$ cat src/hw/rtl/mpbm_pkg.sv
// shared types, codes and default sizes of the multi-pattern byte matcher
`timescale 1ns / 1ps
package mpbm_pkg;

	// default sizes
	localparam int NODES_DEF           = 1024;
	localparam int ALPHABET_DEF        = 256;
	localparam int PAT_SLOTS_DEF       = 16;
	localparam int MAX_PATTERN_LEN_DEF = 255;

	// reports held for one text byte
	localparam int MAX_RESULTS = 16;
	localparam int RCW         = 5;

	// item modes
	typedef enum logic [2:0] {
		MODE_CLEAR      = 3'd0,
		MODE_PAT_BYTE   = 3'd1,
		MODE_PAT_END    = 3'd2,
		MODE_BUILD      = 3'd3,
		MODE_TEXT       = 3'd4,
		MODE_TEXT_FIRST = 3'd5
	} mode_t;

	// answer status codes
	typedef enum logic [2:0] {
		STAT_OK         = 3'd0,
		STAT_TABLE_FULL = 3'd1,
		STAT_PAT_FULL   = 3'd2,
		STAT_PAT_LONG   = 3'd3,
		STAT_NOT_BUILT  = 3'd4
	} status_t;

	// controller states
	typedef enum logic [4:0] {
		S_RST_SWEEP,
		S_IDLE,
		S_DISPATCH,
		S_SWEEP,
		S_PB_CHK,
		S_PE_WR,
		S_ANSWER,
		S_BR_RD,
		S_BR_CHK,
		S_B_POP,
		S_B_PAR,
		S_B_FPAR,
		S_B_RD,
		S_B_CHK,
		S_B_WRD,
		S_B_WCHK,
		S_B_WFAIL,
		S_GO_RD,
		S_GO_CHK,
		S_GO_FAIL,
		S_W_LOAD,
		S_W_SCAN,
		S_W_FAIL,
		S_EMIT
	} state_t;

	// datapath operations
	typedef enum logic [4:0] {
		OP_NONE,
		OP_ACCEPT,
		OP_CLEAR,
		OP_SWEEP,
		OP_PB_RD,
		OP_PB_HIT,
		OP_PB_NEW,
		OP_PE_RD,
		OP_PE_WR,
		OP_PE_DROP,
		OP_ANSWER,
		OP_B_START,
		OP_BR_RD,
		OP_BR_CHK,
		OP_B_POP,
		OP_B_PAR,
		OP_B_FPAR,
		OP_B_RD,
		OP_B_CHK,
		OP_B_WRD,
		OP_B_WCHK,
		OP_B_WFAIL,
		OP_S_START,
		OP_GO_RD,
		OP_GO_CHK,
		OP_GO_FAIL,
		OP_W_LOAD,
		OP_W_SCAN,
		OP_W_FAIL,
		OP_EMIT
	} op_t;

	// command from controller to datapath
	typedef struct packed {
		op_t     op;
		logic    set_status;
		status_t status;
	} cmd_t;

	// status from datapath to controller
	typedef struct packed {
		mode_t mode;
		logic  built;
		logic  pats_full;
		logic  len_full;
		logic  child_zero;
		logic  nodes_full;
		logic  node_root;
		logic  row_last;
		logic  queue_empty;
		logic  f_root;
		logic  rem_zero;
		logic  cnt_full;
		logic  cnt_zero;
		logic  t_root;
		logic  emit_last;
		logic  out_free;
	} stat_t;

endpackage

$ cat src/hw/rtl/mpbm_ctrl.sv
// controller state machine of the multi-pattern byte matcher
`timescale 1ns / 1ps
module mpbm_ctrl (
	input  logic           clk,
	input  logic           arst_n,
	input  logic           in_valid,
	output logic           in_ready,
	input  mpbm_pkg::stat_t stat,
	output mpbm_pkg::cmd_t  cmd
);

	mpbm_pkg::state_t state_q, state_d;

	// state register
	always_ff @(posedge clk or negedge arst_n) begin
		if (!arst_n) begin
			state_q <= mpbm_pkg::S_RST_SWEEP;
		end else begin
			state_q <= state_d;
		end
	end

	// next state and commands
	always_comb begin
		state_d        = state_q;
		cmd.op         = mpbm_pkg::OP_NONE;
		cmd.set_status = 1'b0;
		cmd.status     = mpbm_pkg::STAT_OK;
		in_ready       = 1'b0;
		case (state_q)
			mpbm_pkg::S_RST_SWEEP: begin
				cmd.op = mpbm_pkg::OP_SWEEP;
				if (stat.row_last) state_d = mpbm_pkg::S_IDLE;
			end
			mpbm_pkg::S_IDLE: begin
				in_ready = 1'b1;
				if (in_valid) begin
					cmd.op  = mpbm_pkg::OP_ACCEPT;
					state_d = mpbm_pkg::S_DISPATCH;
				end
			end
			mpbm_pkg::S_DISPATCH: begin
				cmd.set_status = 1'b1;
				state_d        = mpbm_pkg::S_ANSWER;
				case (stat.mode)
					mpbm_pkg::MODE_CLEAR: begin
						cmd.op  = mpbm_pkg::OP_CLEAR;
						state_d = mpbm_pkg::S_SWEEP;
					end
					mpbm_pkg::MODE_PAT_BYTE: begin
						if (stat.pats_full) begin
							cmd.status = mpbm_pkg::STAT_PAT_FULL;
						end else if (stat.len_full) begin
							cmd.status = mpbm_pkg::STAT_PAT_LONG;
						end else begin
							cmd.op  = mpbm_pkg::OP_PB_RD;
							state_d = mpbm_pkg::S_PB_CHK;
						end
					end
					mpbm_pkg::MODE_PAT_END: begin
						if (stat.pats_full) begin
							cmd.op     = mpbm_pkg::OP_PE_DROP;
							cmd.status = mpbm_pkg::STAT_PAT_FULL;
						end else begin
							cmd.op  = mpbm_pkg::OP_PE_RD;
							state_d = mpbm_pkg::S_PE_WR;
						end
					end
					mpbm_pkg::MODE_BUILD: begin
						cmd.op  = mpbm_pkg::OP_B_START;
						state_d = mpbm_pkg::S_BR_RD;
					end
					mpbm_pkg::MODE_TEXT, mpbm_pkg::MODE_TEXT_FIRST: begin
						if (!stat.built) begin
							cmd.status = mpbm_pkg::STAT_NOT_BUILT;
						end else begin
							cmd.op  = mpbm_pkg::OP_S_START;
							state_d = mpbm_pkg::S_GO_RD;
						end
					end
					default: begin
						cmd.status = mpbm_pkg::STAT_OK;
					end
				endcase
			end
			mpbm_pkg::S_SWEEP: begin
				cmd.op = mpbm_pkg::OP_SWEEP;
				if (stat.row_last) state_d = mpbm_pkg::S_ANSWER;
			end
			mpbm_pkg::S_PB_CHK: begin
				cmd.set_status = 1'b1;
				if (!stat.child_zero) begin
					cmd.op  = mpbm_pkg::OP_PB_HIT;
					state_d = mpbm_pkg::S_ANSWER;
				end else if (stat.nodes_full) begin
					cmd.status = mpbm_pkg::STAT_TABLE_FULL;
					state_d    = mpbm_pkg::S_ANSWER;
				end else begin
					cmd.op  = mpbm_pkg::OP_PB_NEW;
					state_d = mpbm_pkg::S_SWEEP;
				end
			end
			mpbm_pkg::S_PE_WR: begin
				cmd.op  = mpbm_pkg::OP_PE_WR;
				state_d = mpbm_pkg::S_ANSWER;
			end
			mpbm_pkg::S_ANSWER: begin
				cmd.op = mpbm_pkg::OP_ANSWER;
				if (stat.out_free) state_d = mpbm_pkg::S_IDLE;
			end
			// root children
			mpbm_pkg::S_BR_RD: begin
				cmd.op  = mpbm_pkg::OP_BR_RD;
				state_d = mpbm_pkg::S_BR_CHK;
			end
			mpbm_pkg::S_BR_CHK: begin
				cmd.op  = mpbm_pkg::OP_BR_CHK;
				state_d = stat.row_last ? mpbm_pkg::S_B_POP : mpbm_pkg::S_BR_RD;
			end
			// breadth-first walk over queued nodes
			mpbm_pkg::S_B_POP: begin
				cmd.op  = mpbm_pkg::OP_B_POP;
				state_d = stat.queue_empty ? mpbm_pkg::S_ANSWER : mpbm_pkg::S_B_PAR;
			end
			mpbm_pkg::S_B_PAR: begin
				cmd.op  = mpbm_pkg::OP_B_PAR;
				state_d = mpbm_pkg::S_B_FPAR;
			end
			mpbm_pkg::S_B_FPAR: begin
				cmd.op  = mpbm_pkg::OP_B_FPAR;
				state_d = mpbm_pkg::S_B_RD;
			end
			mpbm_pkg::S_B_RD: begin
				cmd.op  = mpbm_pkg::OP_B_RD;
				state_d = mpbm_pkg::S_B_CHK;
			end
			mpbm_pkg::S_B_CHK: begin
				cmd.op = mpbm_pkg::OP_B_CHK;
				if (stat.child_zero) begin
					state_d = stat.row_last ? mpbm_pkg::S_B_POP : mpbm_pkg::S_B_RD;
				end else begin
					state_d = mpbm_pkg::S_B_WRD;
				end
			end
			mpbm_pkg::S_B_WRD: begin
				cmd.op  = mpbm_pkg::OP_B_WRD;
				state_d = mpbm_pkg::S_B_WCHK;
			end
			mpbm_pkg::S_B_WCHK: begin
				cmd.op = mpbm_pkg::OP_B_WCHK;
				if (!stat.child_zero || stat.f_root) begin
					state_d = stat.row_last ? mpbm_pkg::S_B_POP : mpbm_pkg::S_B_RD;
				end else begin
					state_d = mpbm_pkg::S_B_WFAIL;
				end
			end
			mpbm_pkg::S_B_WFAIL: begin
				cmd.op  = mpbm_pkg::OP_B_WFAIL;
				state_d = mpbm_pkg::S_B_WRD;
			end
			// automaton move for a text byte
			mpbm_pkg::S_GO_RD: begin
				cmd.op  = mpbm_pkg::OP_GO_RD;
				state_d = mpbm_pkg::S_GO_CHK;
			end
			mpbm_pkg::S_GO_CHK: begin
				cmd.op = mpbm_pkg::OP_GO_CHK;
				if (!stat.node_root && stat.child_zero) begin
					state_d = mpbm_pkg::S_GO_FAIL;
				end else begin
					state_d = mpbm_pkg::S_W_LOAD;
				end
			end
			mpbm_pkg::S_GO_FAIL: begin
				cmd.op  = mpbm_pkg::OP_GO_FAIL;
				state_d = mpbm_pkg::S_GO_RD;
			end
			// output chain walk
			mpbm_pkg::S_W_LOAD: begin
				cmd.op  = mpbm_pkg::OP_W_LOAD;
				state_d = mpbm_pkg::S_W_SCAN;
			end
			mpbm_pkg::S_W_SCAN: begin
				cmd.op = mpbm_pkg::OP_W_SCAN;
				if (!stat.rem_zero && !stat.cnt_full) begin
					state_d = mpbm_pkg::S_W_SCAN;
				end else if (!stat.t_root && !stat.cnt_full) begin
					state_d = mpbm_pkg::S_W_FAIL;
				end else begin
					state_d = stat.cnt_zero ? mpbm_pkg::S_IDLE : mpbm_pkg::S_EMIT;
				end
			end
			mpbm_pkg::S_W_FAIL: begin
				cmd.op  = mpbm_pkg::OP_W_FAIL;
				state_d = mpbm_pkg::S_W_LOAD;
			end
			mpbm_pkg::S_EMIT: begin
				cmd.op = mpbm_pkg::OP_EMIT;
				if (stat.out_free && stat.emit_last) state_d = mpbm_pkg::S_IDLE;
			end
			default: begin
				state_d = mpbm_pkg::S_IDLE;
			end
		endcase
	end

endmodule

$ cat config.mk
export PLATFORM = sky130hd
export DESIGN_NAME = mpbm_ctrl
export DESIGN_NICKNAME = d
export VERILOG_FILES = /design/src/hw/rtl/mpbm_pkg.sv /design/src/hw/rtl/mpbm_ctrl.sv
export SDC_FILE = /design/constraint.sdc
export NUM_CORES = 1
export LEC_CHECK = 0
export ABC_AREA = 1
export BUFFER_PORTS_ARGS = -buffer_cell sky130_fd_sc_hd__buf_2
export CORE_MARGIN = 4
export CORE_UTILIZATION = 42
export DETAILED_ROUTE_END_ITERATION = 12
export GPL_TIMING_DRIVEN = 0
export PLACE_DENSITY = 0.77
export SYNTH_ARGS = -nofsm -noshare
export SYNTH_HDL_FRONTEND = slang
export SYNTH_SLANG_ARGS = --single-unit
export TNS_END_PERCENT = 30
$ cat constraint.sdc
create_clock -name clk -period 1.85 [get_ports clk]
set_input_delay 0.185 -clock clk [delete_from_list [all_inputs] [get_ports clk]]
set_output_delay 0.185 -clock clk [all_outputs]
set_load 0.02 [all_outputs]
==> results.txt <==
----------------------------------------------------
[Synth]
  Sequential-to-total area share from yosys stat ... 11.3%
  Syn nets ... 234
  Mean post-synth cell area ... 5.22 um2
  Ys Warns ... 0
  Register bit total from synthesis ... 5
  Number of enable flip-flop cells after synthesis ... 0
  Unique cell type count in the Yosys netlist ... 29
  Mapped Area ... 1110 um2
  Most common flop cell mapped by yosys ... dfrtp_1
  Number of instances in the synthesized netlist ... 213
  Proportion of synthesized flip-flops having asynchronous set or reset ... 100%

[Timing]
  Post-route fraction of the period consumed by the critical path ... 103%
  Final max-slew violation count ... 0
  Total count of hold-check failures in the final report ... 0
  Actual transition at the worst max-transition pin ... 292 ps
  Max-Slew Margin vs Limit ... 80.3%
  Setup repair after global routing missed its margin ... yes
  Clock skew ... 1.25 ps
  Final-layout worst hold slack ... 286 ps
  Smallest setup slack after layout ... -56.7 ps
  Fmax achieved ... 524 MHz
  Final critical delay including setup and external delays ... 1910 ps
  Final-report setup violation count ... 1

[Pwr]
  Proportion of total power due to net switching ... 58.0%
  Combinational power share ... 85.6%
  Portion of total power attributed to the clock network ... 4.6%
  Internal cell power ... 1170 uW
  Cell Pwr Density ... 1690 nW/um2
  Part of the power in registers ... 9.8%
  Total leakage power ... 0.000900 uW
  Switching power total ... 1610 uW
  Worst supply voltage drop on vdd ... 1.08 mV

[Clocking]
  Total CTS buffers ... 3
  Clock-pin slew reported for the worst setup and hold paths after clock tree synthesis ... 40 ps
  Maximum level of the CTS H-tree ... 1
  Worst-skew pair later-pin latency ... 240 ps
  CTS tree ... done
  Clock tree root driver cell ... clkbuf_4
  Max Buffers Root-to-Sink ... 2
  Clock sink count ... 5

[Worst setup path]
  Worst path slowest cell ... dfrtp_2
  Largest stage delay, worst path ... 490 ps
  Critical Path Sink Type ... output pin
  Worst Setup Start Kind ... flip-flop
  Buffering stage count on the worst path with inverters included ... 2
  Crit-path leading delay family ... simple AND/OR/NAND/NOR gates
  Required @ worst endpoint ... 1660 ps
  Critical Path AT ... 1720 ps
  Critical path class ... flip-flop to output pin
  CP Max Fanout ... 7
  Cell-by-cell trace of the critical path ... inv_2, nor2_2, nand3_2, o21ai_1, nor3_2, nand2_1, nor2_1, nand3_1, buf_6

[Floorplanning]
  Row count ... 18
  Floorplan die width ... 59.4 um
  Starting Density ... 44.4%
  Core Box Area ... 2500 um2
  Die outline height ... 59.4 um
  Top-level port count ... 31
  Die area ... 3530 um2

[Final layout]
  Layout cells sized above 1 ... 39.6%
  Final cell count without fillers ... 298
  Final #Nets ... 290
  Inserted Diodes ... 0
  Filler instances ... 224
  Largest registers ... state_q (5)
  Combined area of the multi-input logic cells ... 981 um2
  Register ranked first by flip-flop count ... state_q
  Max FFs per register ... 5
  Register Area ... 129 um2
  Area growth from synthesis to layout ... 48.2%

[Run status]
  Status ... finished, violations left
  Violated checks ... negative setup slack

[Route]
  DRC violation count after routing ... 0
  Detail-routed net length per standard cell ... 14.6 um
  Post-route ant nets ... 0
  Vias ... 1646
  Number of DRC violations after detailed-routing iteration 0 ... 127
  Wire length reported by the detailed router ... 4370 um
  Mean number of vias per cell ... 5.52
  Detailed Routing Iterations Pass 1 ... 4

[Place]
  Routability congestion estimate from global placement ... 0.974
  DP HPWL ... 3010 um
  Buffers on Ports ... 30
  Cells after DPL ... 273

[GRT]
  Vias in the first global route ... 1366
  Overall overflow remaining after global route ... 0
  Number of antenna violations at the first check in global routing ... 0
  GR Util All Layers ... 23.4%
  Global-route wire length before repair ... 6220 um
  Maximum number of pins on one net before global-route repair ... 11

[Job]
  Number of maximum-capacitance constraint violations ... 0

[Hold path]
  Type of the most critical hold path ... input port to asynchronous set/reset pin

----------------------------------------------------
[metal layers]
layer	track usage [%]	share of wire, %	vias to the layer above
li1	-	-	810
met1	33.6	38	701
met2	35.1	48	118
met3	3.05	11	17
met4	9.06	2.9	0
met5	0	0	-
[worst paths after layout]
check                                 from  slack (ps)    endpoint  cells past startpoint
worst max-delay path            state_q[2]         -60      cmd[5]                      9
worst min-delay path                arst_n         290  state_q[4]                      2
worst max register to register  state_q[0]         150  state_q[0]                     12
worst min register to register  state_q[1]         670  state_q[1]                      3
max in group asynchronous           arst_n        1420  state_q[0]                      2
min in group clk                   stat[1]         290  state_q[4]                      4
[power groups by stage]
stage	sequential (uW)	combinational, uW	clock (uW)
final	271	2380	128
after global routing	275	2540	135
after CTS	260	1880	127
after detailed placement	247	1690	0
after global placement	244	1700	0
after floorplan	231	1240	0
[per-stage QoR]
step           instance area, um2  power (uW)  worst slack [ps]  util, %  setup TNS, ps
2_1_floorplan                1110        1470               210        -              0
5_1_grt                      1650        2950              -108     65.9           -182
4_1_cts                      1430        2260             -26.8     57.1          -49.0
3_3_place_gp                 1300        1950              70.9     52.0              0
6_report                     1650        2780             -56.7     65.9          -56.7
3_5_place_dp                 1300        1940              89.2     52.0              0
[final cells by class]
type	count	share of cell area [%]
Multi-Input combinational cell	176	59.6
Timing Repair Buffer	51	19.9
Sequential cell	5	7.83
Inverter	29	7.22
Tap cell	30	2.28
Clock buffer	4	1.60
Buffer	3	1.60
[placed cells by master (no fill, tap or decap), types with 4 or more instances in the layout]
cell type | synthesis | routed
nand2_1 | 55 | 50
nor2_1 | 43 | 40
buf_2 | 3 | 26
buf_4 | 0 | 24
inv_1 | 17 | 17
nand3_1 | 20 | 16
inv_2 | 12 | 9
nor2_2 | 7 | 7
nor2_4 | 3 | 6
o21ai_0 | 8 | 6
nor3_1 | 6 | 5
nand2_4 | 1 | 5
nand4_1 | 5 | 5
a21oi_1 | 5 | 5
nand3_2 | 1 | 4
nand2_2 | 3 | 4
[cell families after synthesis]
family,synth area share (%)
DFF,11.3
and+or+nand+nor,62.3
buffers and inverters,11.1
AOI/OAI and AO/OA,15.3
[timing repair]
action / CTS / global route
endpoints found under the setup margin: 8 / 8
pin swaps: 5 / 12
gates resized for setup: 16 / 32
setup buffers: 5 / 15
hold buffers: 1 / 0
hold endpoints to repair: 5 / 0
[synth_stat cells (2+ instances only)]
library cell  count  share of area (%)
nand2_1          55                 19
nor2_1           43                 15
nand3_1          20                9.0
inv_1            17                5.7
inv_2            12                4.1
o21ai_0           8                3.6
nor2_2            7                3.9
nor3_1            6                2.7
a21oi_1           5                2.3
dfrtp_1           5                 11
nand4_1           5                2.8
buf_2             3                1.4
nand2_2           3                1.7
nor2_4            3                3.0
o211ai_1          3                2.0
o21ai_1           3                1.4
a211oi_1          2                1.4
nand3b_1          2                1.4
Note: power is estimated with default switching activity, not from simulation.
